==> config.mk <==
export PLATFORM = sky130hd
export DESIGN_NAME = deadline_timer_heap_unit
export DESIGN_NICKNAME = d
export VERILOG_FILES = /design/src/rtl/dth_pkg.sv /design/src/rtl/dth_ram.sv /design/src/rtl/deadline_timer_heap_unit.sv
export SDC_FILE = /design/constraint.sdc
export NUM_CORES = 2
export LEC_CHECK = 0
export BUFFER_PORTS_ARGS = -buffer_cell sky130_fd_sc_hd__buf_2
export CORE_UTILIZATION = 63
export DETAILED_ROUTE_END_ITERATION = 6
export PLACE_DENSITY = 0.8
export SKIP_LAST_GASP = 1
export SLEW_MARGIN = 10
export SYNTH_ARGS = -nofsm -noshare
export SYNTH_HDL_FRONTEND = slang
export SYNTH_SLANG_ARGS = --single-unit
==> constraint.sdc <==
create_clock -name clk -period 9.7 [get_ports clk]
set_input_delay 2.425 -clock clk [delete_from_list [all_inputs] [get_ports clk]]
set_output_delay 2.425 -clock clk [all_outputs]
set_load 0.05 [all_outputs]
==> src/rtl/dth_pkg.sv <==
// Package with the shared types and constants of the deadline timer heap.
package dth_pkg;

  localparam int TIMERS_DEF = 32;

  localparam logic [1:0] FUNC_ADD = 2'd0;
  localparam logic [1:0] FUNC_DEL = 2'd1;
  localparam logic [1:0] FUNC_SVC = 2'd2;

  localparam logic [1:0] ST_OK      = 2'd0;
  localparam logic [1:0] ST_FULL    = 2'd1;
  localparam logic [1:0] ST_INACT   = 2'd2;
  localparam logic [1:0] ST_EXPIRED = 2'd3;

  typedef struct packed {
    logic [1:0]  func;
    logic [47:0] deadline;
    logic [4:0]  timer_id;
    logic [15:0] user_tag;
    logic [47:0] now;
  } cmd_t;

  typedef struct packed {
    logic [1:0]         status;
    logic [4:0]         slot;
    logic [15:0]        tag_out;
    logic signed [31:0] time_left;
    logic               last;
  } res_t;

endpackage

==> src/rtl/dth_ram.sv <==
// Generic single-port-write, single-port-read RAM with a registered read.
module dth_ram #(
  parameter int WIDTH = 8,
  parameter int DEPTH = 32
) (
  input  logic                     clk,
  input  logic                     we,
  input  logic [$clog2(DEPTH)-1:0] waddr,
  input  logic [WIDTH-1:0]         wdata,
  input  logic [$clog2(DEPTH)-1:0] raddr,
  output logic [WIDTH-1:0]         rdata
);
  logic [WIDTH-1:0] mem [DEPTH];

  always_ff @(posedge clk) begin
    if (we) begin
      mem[waddr] <= wdata;
    end
    rdata <= mem[raddr];
  end
endmodule

==> src/rtl/deadline_timer_heap_unit.sv <==
// Deadline timer heap: a pool of TIMERS timer slots kept as a binary min-heap on
// 48-bit deadline. A command beat is taken when start is high and busy is low, and
// busy then stays high until the command has finished. Add and delete give one
// result beat. Service gives one beat per expired timer, in heap order, and then
// a final beat with the time left to the earliest remaining deadline (-1 when the
// heap is empty). Every result beat is shown for exactly one cycle with done high
// and cannot be held off, so the receiver must take each beat as it comes. The heap
// order, deadlines, tags and heap positions live in four small RAMs with a
// registered read; the entry being sifted is held in registers and written once,
// where it comes to rest.
module deadline_timer_heap_unit
  import dth_pkg::*;
#(
  parameter int TIMERS = TIMERS_DEF
) (
  input  logic            clk,
  input  logic            rst,
  input  logic            start,
  input  dth_pkg::cmd_t   cmd,
  output logic            busy,
  output logic            done,
  output dth_pkg::res_t   res
);
  localparam int AW = $clog2(TIMERS);
  localparam int CW = $clog2(TIMERS + 1);
  localparam int SW = 5;

  typedef enum logic [4:0] {
    S_IDLE, S_ADD, S_DEL, S_RM, S_RM_RD, S_MV_DL, S_MV_PD,
    S_UP, S_UP_PD, S_UP_CMP, S_DN, S_DN_L, S_DN_R, S_DN_RC, S_DN_CMP,
    S_PLACE, S_SVC, S_SVC_DL, S_SVC_CHK
  } state_t;

  state_t            state;
  dth_pkg::cmd_t     cmd_r;
  logic [TIMERS-1:0] active;
  logic [CW-1:0]     count;

  // The entry being sifted is cur, with deadline cur_dl, sitting at hole idx.
  // other is the neighbour under comparison, bidx its heap index.
  logic [AW-1:0] idx, bidx, cur, other, rslot, tgt;
  logic [47:0]   cur_dl, best_dl;
  logic          svc_mode;

  // Heap-order memory (heap index -> slot), and per-slot memories for deadline,
  // tag and heap position. Only written entries are ever read.
  logic          hp_we;
  logic [AW-1:0] hp_wa, hp_ra;
  logic [AW-1:0] hp_wd, hp_rd;
  logic          dl_we;
  logic [AW-1:0] dl_wa, dl_ra;
  logic [47:0]   dl_wd, dl_rd;
  logic          tg_we;
  logic [AW-1:0] tg_ra;
  logic [15:0]   tg_rd;
  logic          ps_we;
  logic [AW-1:0] ps_wa, ps_ra;
  logic [AW-1:0] ps_wd, ps_rd;

  dth_ram #(.WIDTH(AW), .DEPTH(TIMERS)) u_heap (
    .clk(clk), .we(hp_we), .waddr(hp_wa), .wdata(hp_wd), .raddr(hp_ra), .rdata(hp_rd));
  dth_ram #(.WIDTH(48), .DEPTH(TIMERS)) u_dl (
    .clk(clk), .we(dl_we), .waddr(dl_wa), .wdata(dl_wd), .raddr(dl_ra), .rdata(dl_rd));
  dth_ram #(.WIDTH(16), .DEPTH(TIMERS)) u_tag (
    .clk(clk), .we(tg_we), .waddr(dl_wa), .wdata(cmd_r.user_tag), .raddr(tg_ra),
    .rdata(tg_rd));
  dth_ram #(.WIDTH(AW), .DEPTH(TIMERS)) u_pos (
    .clk(clk), .we(ps_we), .waddr(ps_wa), .wdata(ps_wd), .raddr(ps_ra), .rdata(ps_rd));

  // Lowest free slot.
  logic [AW-1:0] free_slot;
  logic          free_ok;
  always_comb begin
    free_slot = '0;
    free_ok   = 1'b0;
    for (int s = TIMERS - 1; s >= 0; s--) begin
      if (!active[s]) begin
        free_slot = AW'(s);
        free_ok   = 1'b1;
      end
    end
  end

  logic          add_ok;
  assign add_ok = (32'(count) < 32'(TIMERS)) && free_ok;

  // Heap index arithmetic. The children are formed two bits wider so that they can
  // be compared against the entry count without wrapping.
  logic [AW-1:0] parent_idx, hole_parent, last_idx;
  logic [AW+1:0] lw, rw;
  logic          l_in, r_in;
  assign parent_idx  = (idx - AW'(1)) >> 1;
  assign hole_parent = (ps_rd - AW'(1)) >> 1;
  assign last_idx    = AW'(count - CW'(1));
  assign lw          = {1'b0, idx, 1'b1};
  assign rw          = lw + (AW+2)'(1);
  assign l_in        = 32'(lw) < 32'(count);
  assign r_in        = 32'(rw) < 32'(count);

  // Sift-up moves on a strictly larger parent; sift-down moves on a strictly
  // smaller child, the left child winning a tie between the two children.
  logic up_move, dn_move;
  assign up_move = cur_dl < dl_rd;
  assign dn_move = best_dl < cur_dl;

  logic [47:0] diff;
  logic        due;
  assign diff = dl_rd - cmd_r.now;
  assign due  = dl_rd <= cmd_r.now;

  logic id_ok;
  assign id_ok = (32'(cmd_r.timer_id) < 32'(TIMERS)) && active[cmd_r.timer_id[AW-1:0]];

  assign busy = (state != S_IDLE);

  // Memory control is combinational on state. A move writes the neighbour into
  // the hole and records its new position; a placement does the same for cur.
  always_comb begin
    hp_we = 1'b0; hp_wa = idx; hp_wd = cur; hp_ra = '0;
    dl_we = 1'b0; dl_wa = free_slot; dl_wd = cmd_r.deadline; dl_ra = hp_rd;
    tg_we = 1'b0; tg_ra = hp_rd;
    ps_we = 1'b0; ps_wa = cur; ps_wd = idx; ps_ra = tgt;
    case (state)
      S_ADD: begin
        dl_we = add_ok; tg_we = add_ok;
      end
      S_UP:     hp_ra = parent_idx;
      S_DN:     hp_ra = lw[AW-1:0];
      S_DN_L:   hp_ra = rw[AW-1:0];
      S_RM:     hp_ra = last_idx;
      S_RM_RD:  hp_ra = hole_parent;
      S_SVC:    hp_ra = '0;
      S_UP_CMP, S_MV_PD: begin
        if (up_move) begin
          hp_we = 1'b1; hp_wd = other;
          ps_we = 1'b1; ps_wa = other;
        end
      end
      S_DN_CMP: begin
        if (dn_move) begin
          hp_we = 1'b1; hp_wd = other;
          ps_we = 1'b1; ps_wa = other;
        end
      end
      S_PLACE: begin
        hp_we = 1'b1; ps_we = 1'b1;
      end
      default: ;
    endcase
  end

  always_ff @(posedge clk) begin
    if (rst) begin
      state    <= S_IDLE;
      active   <= '0;
      count    <= '0;
      done     <= 1'b0;
      svc_mode <= 1'b0;
    end else begin
      done <= 1'b0;
      case (state)
        S_IDLE: begin
          if (start) begin
            cmd_r    <= cmd;
            svc_mode <= (cmd.func == FUNC_SVC);
            case (cmd.func)
              FUNC_ADD: state <= S_ADD;
              FUNC_DEL: state <= S_DEL;
              FUNC_SVC: state <= S_SVC;
              default:  state <= S_IDLE;
            endcase
          end
        end
        S_ADD: begin
          if (add_ok) begin
            active[free_slot] <= 1'b1;
            count  <= count + CW'(1);
            idx    <= AW'(count);
            cur    <= free_slot;
            cur_dl <= cmd_r.deadline;
            res    <= '{status: ST_OK, slot: SW'(free_slot), tag_out: '0, time_left: '0,
                        last: 1'b1};
            state  <= S_UP;
          end else begin
            res   <= '{status: ST_FULL, slot: '0, tag_out: '0, time_left: '0, last: 1'b1};
            done  <= 1'b1;
            state <= S_IDLE;
          end
        end
        S_DEL: begin
          if (id_ok) begin
            tgt   <= cmd_r.timer_id[AW-1:0];
            res   <= '{status: ST_OK, slot: cmd_r.timer_id, tag_out: '0, time_left: '0,
                       last: 1'b1};
            state <= S_RM;
          end else begin
            res   <= '{status: ST_INACT, slot: cmd_r.timer_id, tag_out: '0, time_left: '0,
                       last: 1'b1};
            done  <= 1'b1;
            state <= S_IDLE;
          end
        end
        // Removal: the position of the slot and the last heap entry are read here.
        S_RM: begin
          active[tgt] <= 1'b0;
          count <= count - CW'(1);
          state <= S_RM_RD;
        end
        S_RM_RD: begin
          if (32'(ps_rd) == 32'(count)) begin
            // The removed entry was the last one, so nothing has to move.
            if (svc_mode) begin
              state <= S_SVC;
            end else begin
              done  <= 1'b1;
              state <= S_IDLE;
            end
          end else begin
            idx   <= ps_rd;
            cur   <= hp_rd;
            state <= S_MV_DL;
          end
        end
        S_MV_DL: begin
          cur_dl <= dl_rd;
          other  <= hp_rd;
          state  <= (idx == '0) ? S_DN : S_MV_PD;
        end
        S_MV_PD: begin
          if (up_move) begin
            idx   <= parent_idx;
            state <= S_UP;
          end else begin
            state <= S_DN;
          end
        end
        S_UP: begin
          state <= (idx == '0) ? S_PLACE : S_UP_PD;
        end
        S_UP_PD: begin
          other <= hp_rd;
          state <= S_UP_CMP;
        end
        S_UP_CMP: begin
          if (up_move) begin
            idx   <= parent_idx;
            state <= S_UP;
          end else begin
            state <= S_PLACE;
          end
        end
        S_DN: begin
          state <= l_in ? S_DN_L : S_PLACE;
        end
        S_DN_L: begin
          other <= hp_rd;
          bidx  <= lw[AW-1:0];
          state <= S_DN_R;
        end
        S_DN_R: begin
          best_dl <= dl_rd;
          rslot   <= hp_rd;
          state   <= r_in ? S_DN_RC : S_DN_CMP;
        end
        S_DN_RC: begin
          if (dl_rd < best_dl) begin
            best_dl <= dl_rd;
            other   <= rslot;
            bidx    <= rw[AW-1:0];
          end
          state <= S_DN_CMP;
        end
        S_DN_CMP: begin
          if (dn_move) begin
            idx   <= bidx;
            state <= S_DN;
          end else begin
            state <= S_PLACE;
          end
        end
        S_PLACE: begin
          if (svc_mode) begin
            state <= S_SVC;
          end else begin
            done  <= 1'b1;
            state <= S_IDLE;
          end
        end
        S_SVC: begin
          if (count == '0) begin
            res   <= '{status: ST_OK, slot: '0, tag_out: '0, time_left: '1, last: 1'b1};
            done  <= 1'b1;
            state <= S_IDLE;
          end else begin
            state <= S_SVC_DL;
          end
        end
        S_SVC_DL: begin
          tgt   <= hp_rd;
          state <= S_SVC_CHK;
        end
        S_SVC_CHK: begin
          done <= 1'b1;
          if (due) begin
            res   <= '{status: ST_EXPIRED, slot: SW'(tgt), tag_out: tg_rd, time_left: '0,
                       last: 1'b0};
            state <= S_RM;
          end else begin
            // The time left saturates at the largest positive 32-bit value.
            res   <= '{status: ST_OK, slot: '0, tag_out: '0,
                       time_left: (diff[47:31] != '0) ? 32'sh7FFF_FFFF : {1'b0, diff[30:0]},
                       last: 1'b1};
            state <= S_IDLE;
          end
        end
        default: state <= S_IDLE;
      endcase
    end
  end
endmodule
==> impl_metrics.env <==
export IMPL_timing_hold_worst_path_depth=0
export IMPL_clock_sink_count=2786
export IMPL_drv_cap=0
export IMPL_areaGrowthSynthToFinish_pct=11.05
export IMPL_fill_cells=10017
export IMPL_hp_class="reg -> reg"
export IMPL_outcome="complete, no violations"
export IMPL_grt_overflow_total=0
export IMPL_setup_tns_ns=0
export IMPL_synth_ff_latch_count=2786
export IMPL_path_common_cell="nand2_1"
export IMPL_floorplan_io_pins=180
export IMPL_synthFlopType="edfxtp_1"
export IMPL_slowest_delay_ns=0.93
export IMPL_average_via_count_per_standard_cell=7.176
export IMPL_ctsHtreeMaxLevel=5
export IMPL_detailed_place_hpwl_mm=164.1
export IMPL_number_of_drc_violations_after_detailed_routing=0
export IMPL_route_final_wire_length_mm=316.5
export IMPL_tritoncts="built"
export IMPL_global_route_wire_length_before_repair_mm=448.6
export IMPL_netlist_instances=5839
export IMPL_power_static_leakage_nw=41.41
export IMPL_clockBufferDepth=4
export IMPL_area_enclosed_by_the_die_boundary_um2=180700
export IMPL_post_synth_num_cell_types=87
export IMPL_syn_area_per_cell_um2=19.32
export IMPL_start_util_pct=63.70
export IMPL_ys_async_rst_share_pct=0
export IMPL_worst_path_max_delay_cell="buf_4"
export IMPL_ctsRootBufferMaster="clkbuf_16"
export IMPL_finalHoldViolations=0
export IMPL_setup_viol=0
export IMPL_worstSetupStartpointType="flop"
export IMPL_clock_insertion_delay_at_the_later_pin_of_the_skew_report_ns=0.96
export IMPL_synth_seq_area_share_pct=73.11
export IMPL_fin_crit_period_ns=4.992
export IMPL_timing_slew_headroom_pct=14.43
export IMPL_grt_use_total_pct=35.32
export IMPL_worst_ir_drop_vdd_v=0.0001741
export IMPL_syn_nets=6170
export IMPL_detail_routed_net_length_per_standard_cell_um=36.51
export IMPL_crit_family="simple AND/OR/NAND/NOR gates"
export IMPL_type_of_the_setup_path_with_the_least_slack="reg -> reg"
export IMPL_finClkSkew_ns=0.07461
export IMPL_totalPowerFinal_mw=28.81
export IMPL_fp_coreArea_um2=177100
export IMPL_tritoncts_num_buffers=285
export IMPL_critical_path_depth=9
export IMPL_reg2regPathDepth=9
export IMPL_cts_clk_pin_slew_worst_paths_ns=0.07
export IMPL_num_rows=154
export IMPL_finalNetCount=6459
export IMPL_worst_path_max_fanout=44
export IMPL_top_cell_type_by_total_area_after_synthesis="edfxtp_1"
export IMPL_die_height_um=425.1
export IMPL_maximum_number_of_pins_on_one_net_before_global_route_repair=151
export IMPL_port_buffers=179
export IMPL_timing_critical_path_required_ns=10.23
export IMPL_cts_repair_resized=0
export IMPL_synth_edff_count=2667
export IMPL_yosysTopAreaCellShare_pct=71.00
export IMPL_die_width_um=425.1
export IMPL_syn_cell_area_um2=112800
export IMPL_postCtsSetupBuffers=0
export IMPL_setup_repair_after_global_routing_missed_its_margin="false"
export IMPL_yosysWarningCount=0
export IMPL_synth_area_top_cells="edfxtp_1, mux4_2, ha_1, dfxtp_1, inv_1"
export IMPL_final_max_slew_violation_count=0
export IMPL_vias=62207
export IMPL_timing_final_crit_share_pct=51.46
export IMPL_worst_setup_path_end_kind="flop"
export IMPL_cts_hold_buffers=0
export IMPL_drive_above_1_share_pct=24.68
export IMPL_timing_worst_slew_pin_value_ns=1.284
export IMPL_crit_path_cell_trace="nand2_1 -> or4_1 -> nor2_1 -> a21oi_1 -> and3_1 -> and2_1 -> nand2_1 -> nor2_4 -> buf_4"
export IMPL_worst_path_buf_inv=1
export IMPL_detail_route_antenna_nets=0
export IMPL_worstPathArrival_ns=5.52
export IMPL_drt_initial_drc_count=9635
export IMPL_max_freq_ghz=0.2003
export IMPL_grt_antenna_before_repair=28
export IMPL_gp_congestion=0.9290
export IMPL_pwr_density_cell_nw_per_um2=230.0
export IMPL_layout_core_utilization_pct=70.74
export IMPL_dr_pass1_iters=6
export IMPL_grt_pass1_vias=62049
through the flow:
step	cell area, um2	setup slack, ns	hold WS, ns	instances
after CTS	125200	4.726	0.4923	8659
after global placement	116500	4.892	0.4615	8179
after global routing	125200	4.634	0.5233	8662
final	125300	4.708	0.4946	8669
after detailed placement	116500	4.777	0.4733	8179
after floorplan	112800	1.238	0.4064	5839
cells in the mapped netlist (59+ instances only):
cell and number:
a21o_1 59, nor2_1 170, mux4_2 692, ha_1 208, nand2_1 232, edfxtp_1 2667
mux2_2 87, a211oi_1 71, clkbuf_1 193, inv_1 261, dfxtp_1 119, a21oi_1 158
o21ai_0 166
layout by cell type (no fill, tap or decap), drive strengths merged, types with 88 or more instances in the layout:
| cell | instances |
|---|---|
| buf | 280 |
| clkinv | 99 |
| mux4 | 692 |
| ha | 208 |
| a21oi | 195 |
| inv | 268 |
| edfxtp | 2667 |
| nand2 | 232 |
| clkbuf | 351 |
| dfxtp | 119 |
| o21ai | 178 |
| nor2 | 171 |
| mux2 | 88 |
flip-flops by register name (all words and copies together), names as in the netlist, 6 cells and up:
name,flops
u_tag.mem,512
cmd_r,69
active,32
u_pos.mem,160
u_dl.mem,1536
cur_dl,48
best_dl,48
res,56
u_heap.mem,160
count,6
u_dl.rdata,48
dl_wd,48
u_tag.rdata,16
per-layer routing:
layer | vias to the layer above | track usage [%] | wire (um)
met5 | - | 0 | 229
met4 | 32 | 16.92 | 17240
met3 | 1026 | 9.121 | 38670
met2 | 5193 | 55.36 | 150300
met1 | 31704 | 46.79 | 110100
li1 | 24252 | - | -
cells by family after synthesis:
logic type	after synthesis	share of synthesized area [%]
xor+xnor	64	0.4969
buf+inv	540	1.894
simple gates	727	3.127
compound gates	700	4.057
mux	813	14.99
fa+ha+maj	209	2.325
flops	2786	73.11
area by class of cell:
type | instances | area [um2] | area share (%)
clock inverter | 130 | 1111 | 0.8870
multi-input combinational | 2513 | 28310 | 22.60
clock buffer | 350 | 7576 | 6.048
tap | 2340 | 2928 | 2.337
timing repair buffer | 281 | 1787 | 1.426
sequential | 2786 | 82490 | 65.85
inverter | 261 | 1040 | 0.8301
antenna | 8 | 20.02 | 0.01598
report_power, final:
part	internal, mW	switching [mW]
combinational	1.77	2.44
clock	6.04	4.62
sequential	13.5	0.430
worst paths after layout:
kind	from	end	slack (ns)
max	active[1]	u_dl.mem[28][42]	4.71
min	u_dl.rdata[0]	best_dl[0]	0.49
max reg2reg	active[1]	u_dl.mem[28][42]	4.71
min reg2reg	u_dl.rdata[0]	best_dl[0]	0.49
worst reg2reg max path: stages, from the launching register on:
cell and delay [ns]:
dfxtp_1 0.36, nand2_1 0.18, or4_1 0.17, nor2_1 0.08, a21oi_1 0.54, and3_1 0.43, and2_1 0.67, nand2_1 0.32
nor2_4 0.87, buf_4 0.95
Power figures use the tool's default switching activity.
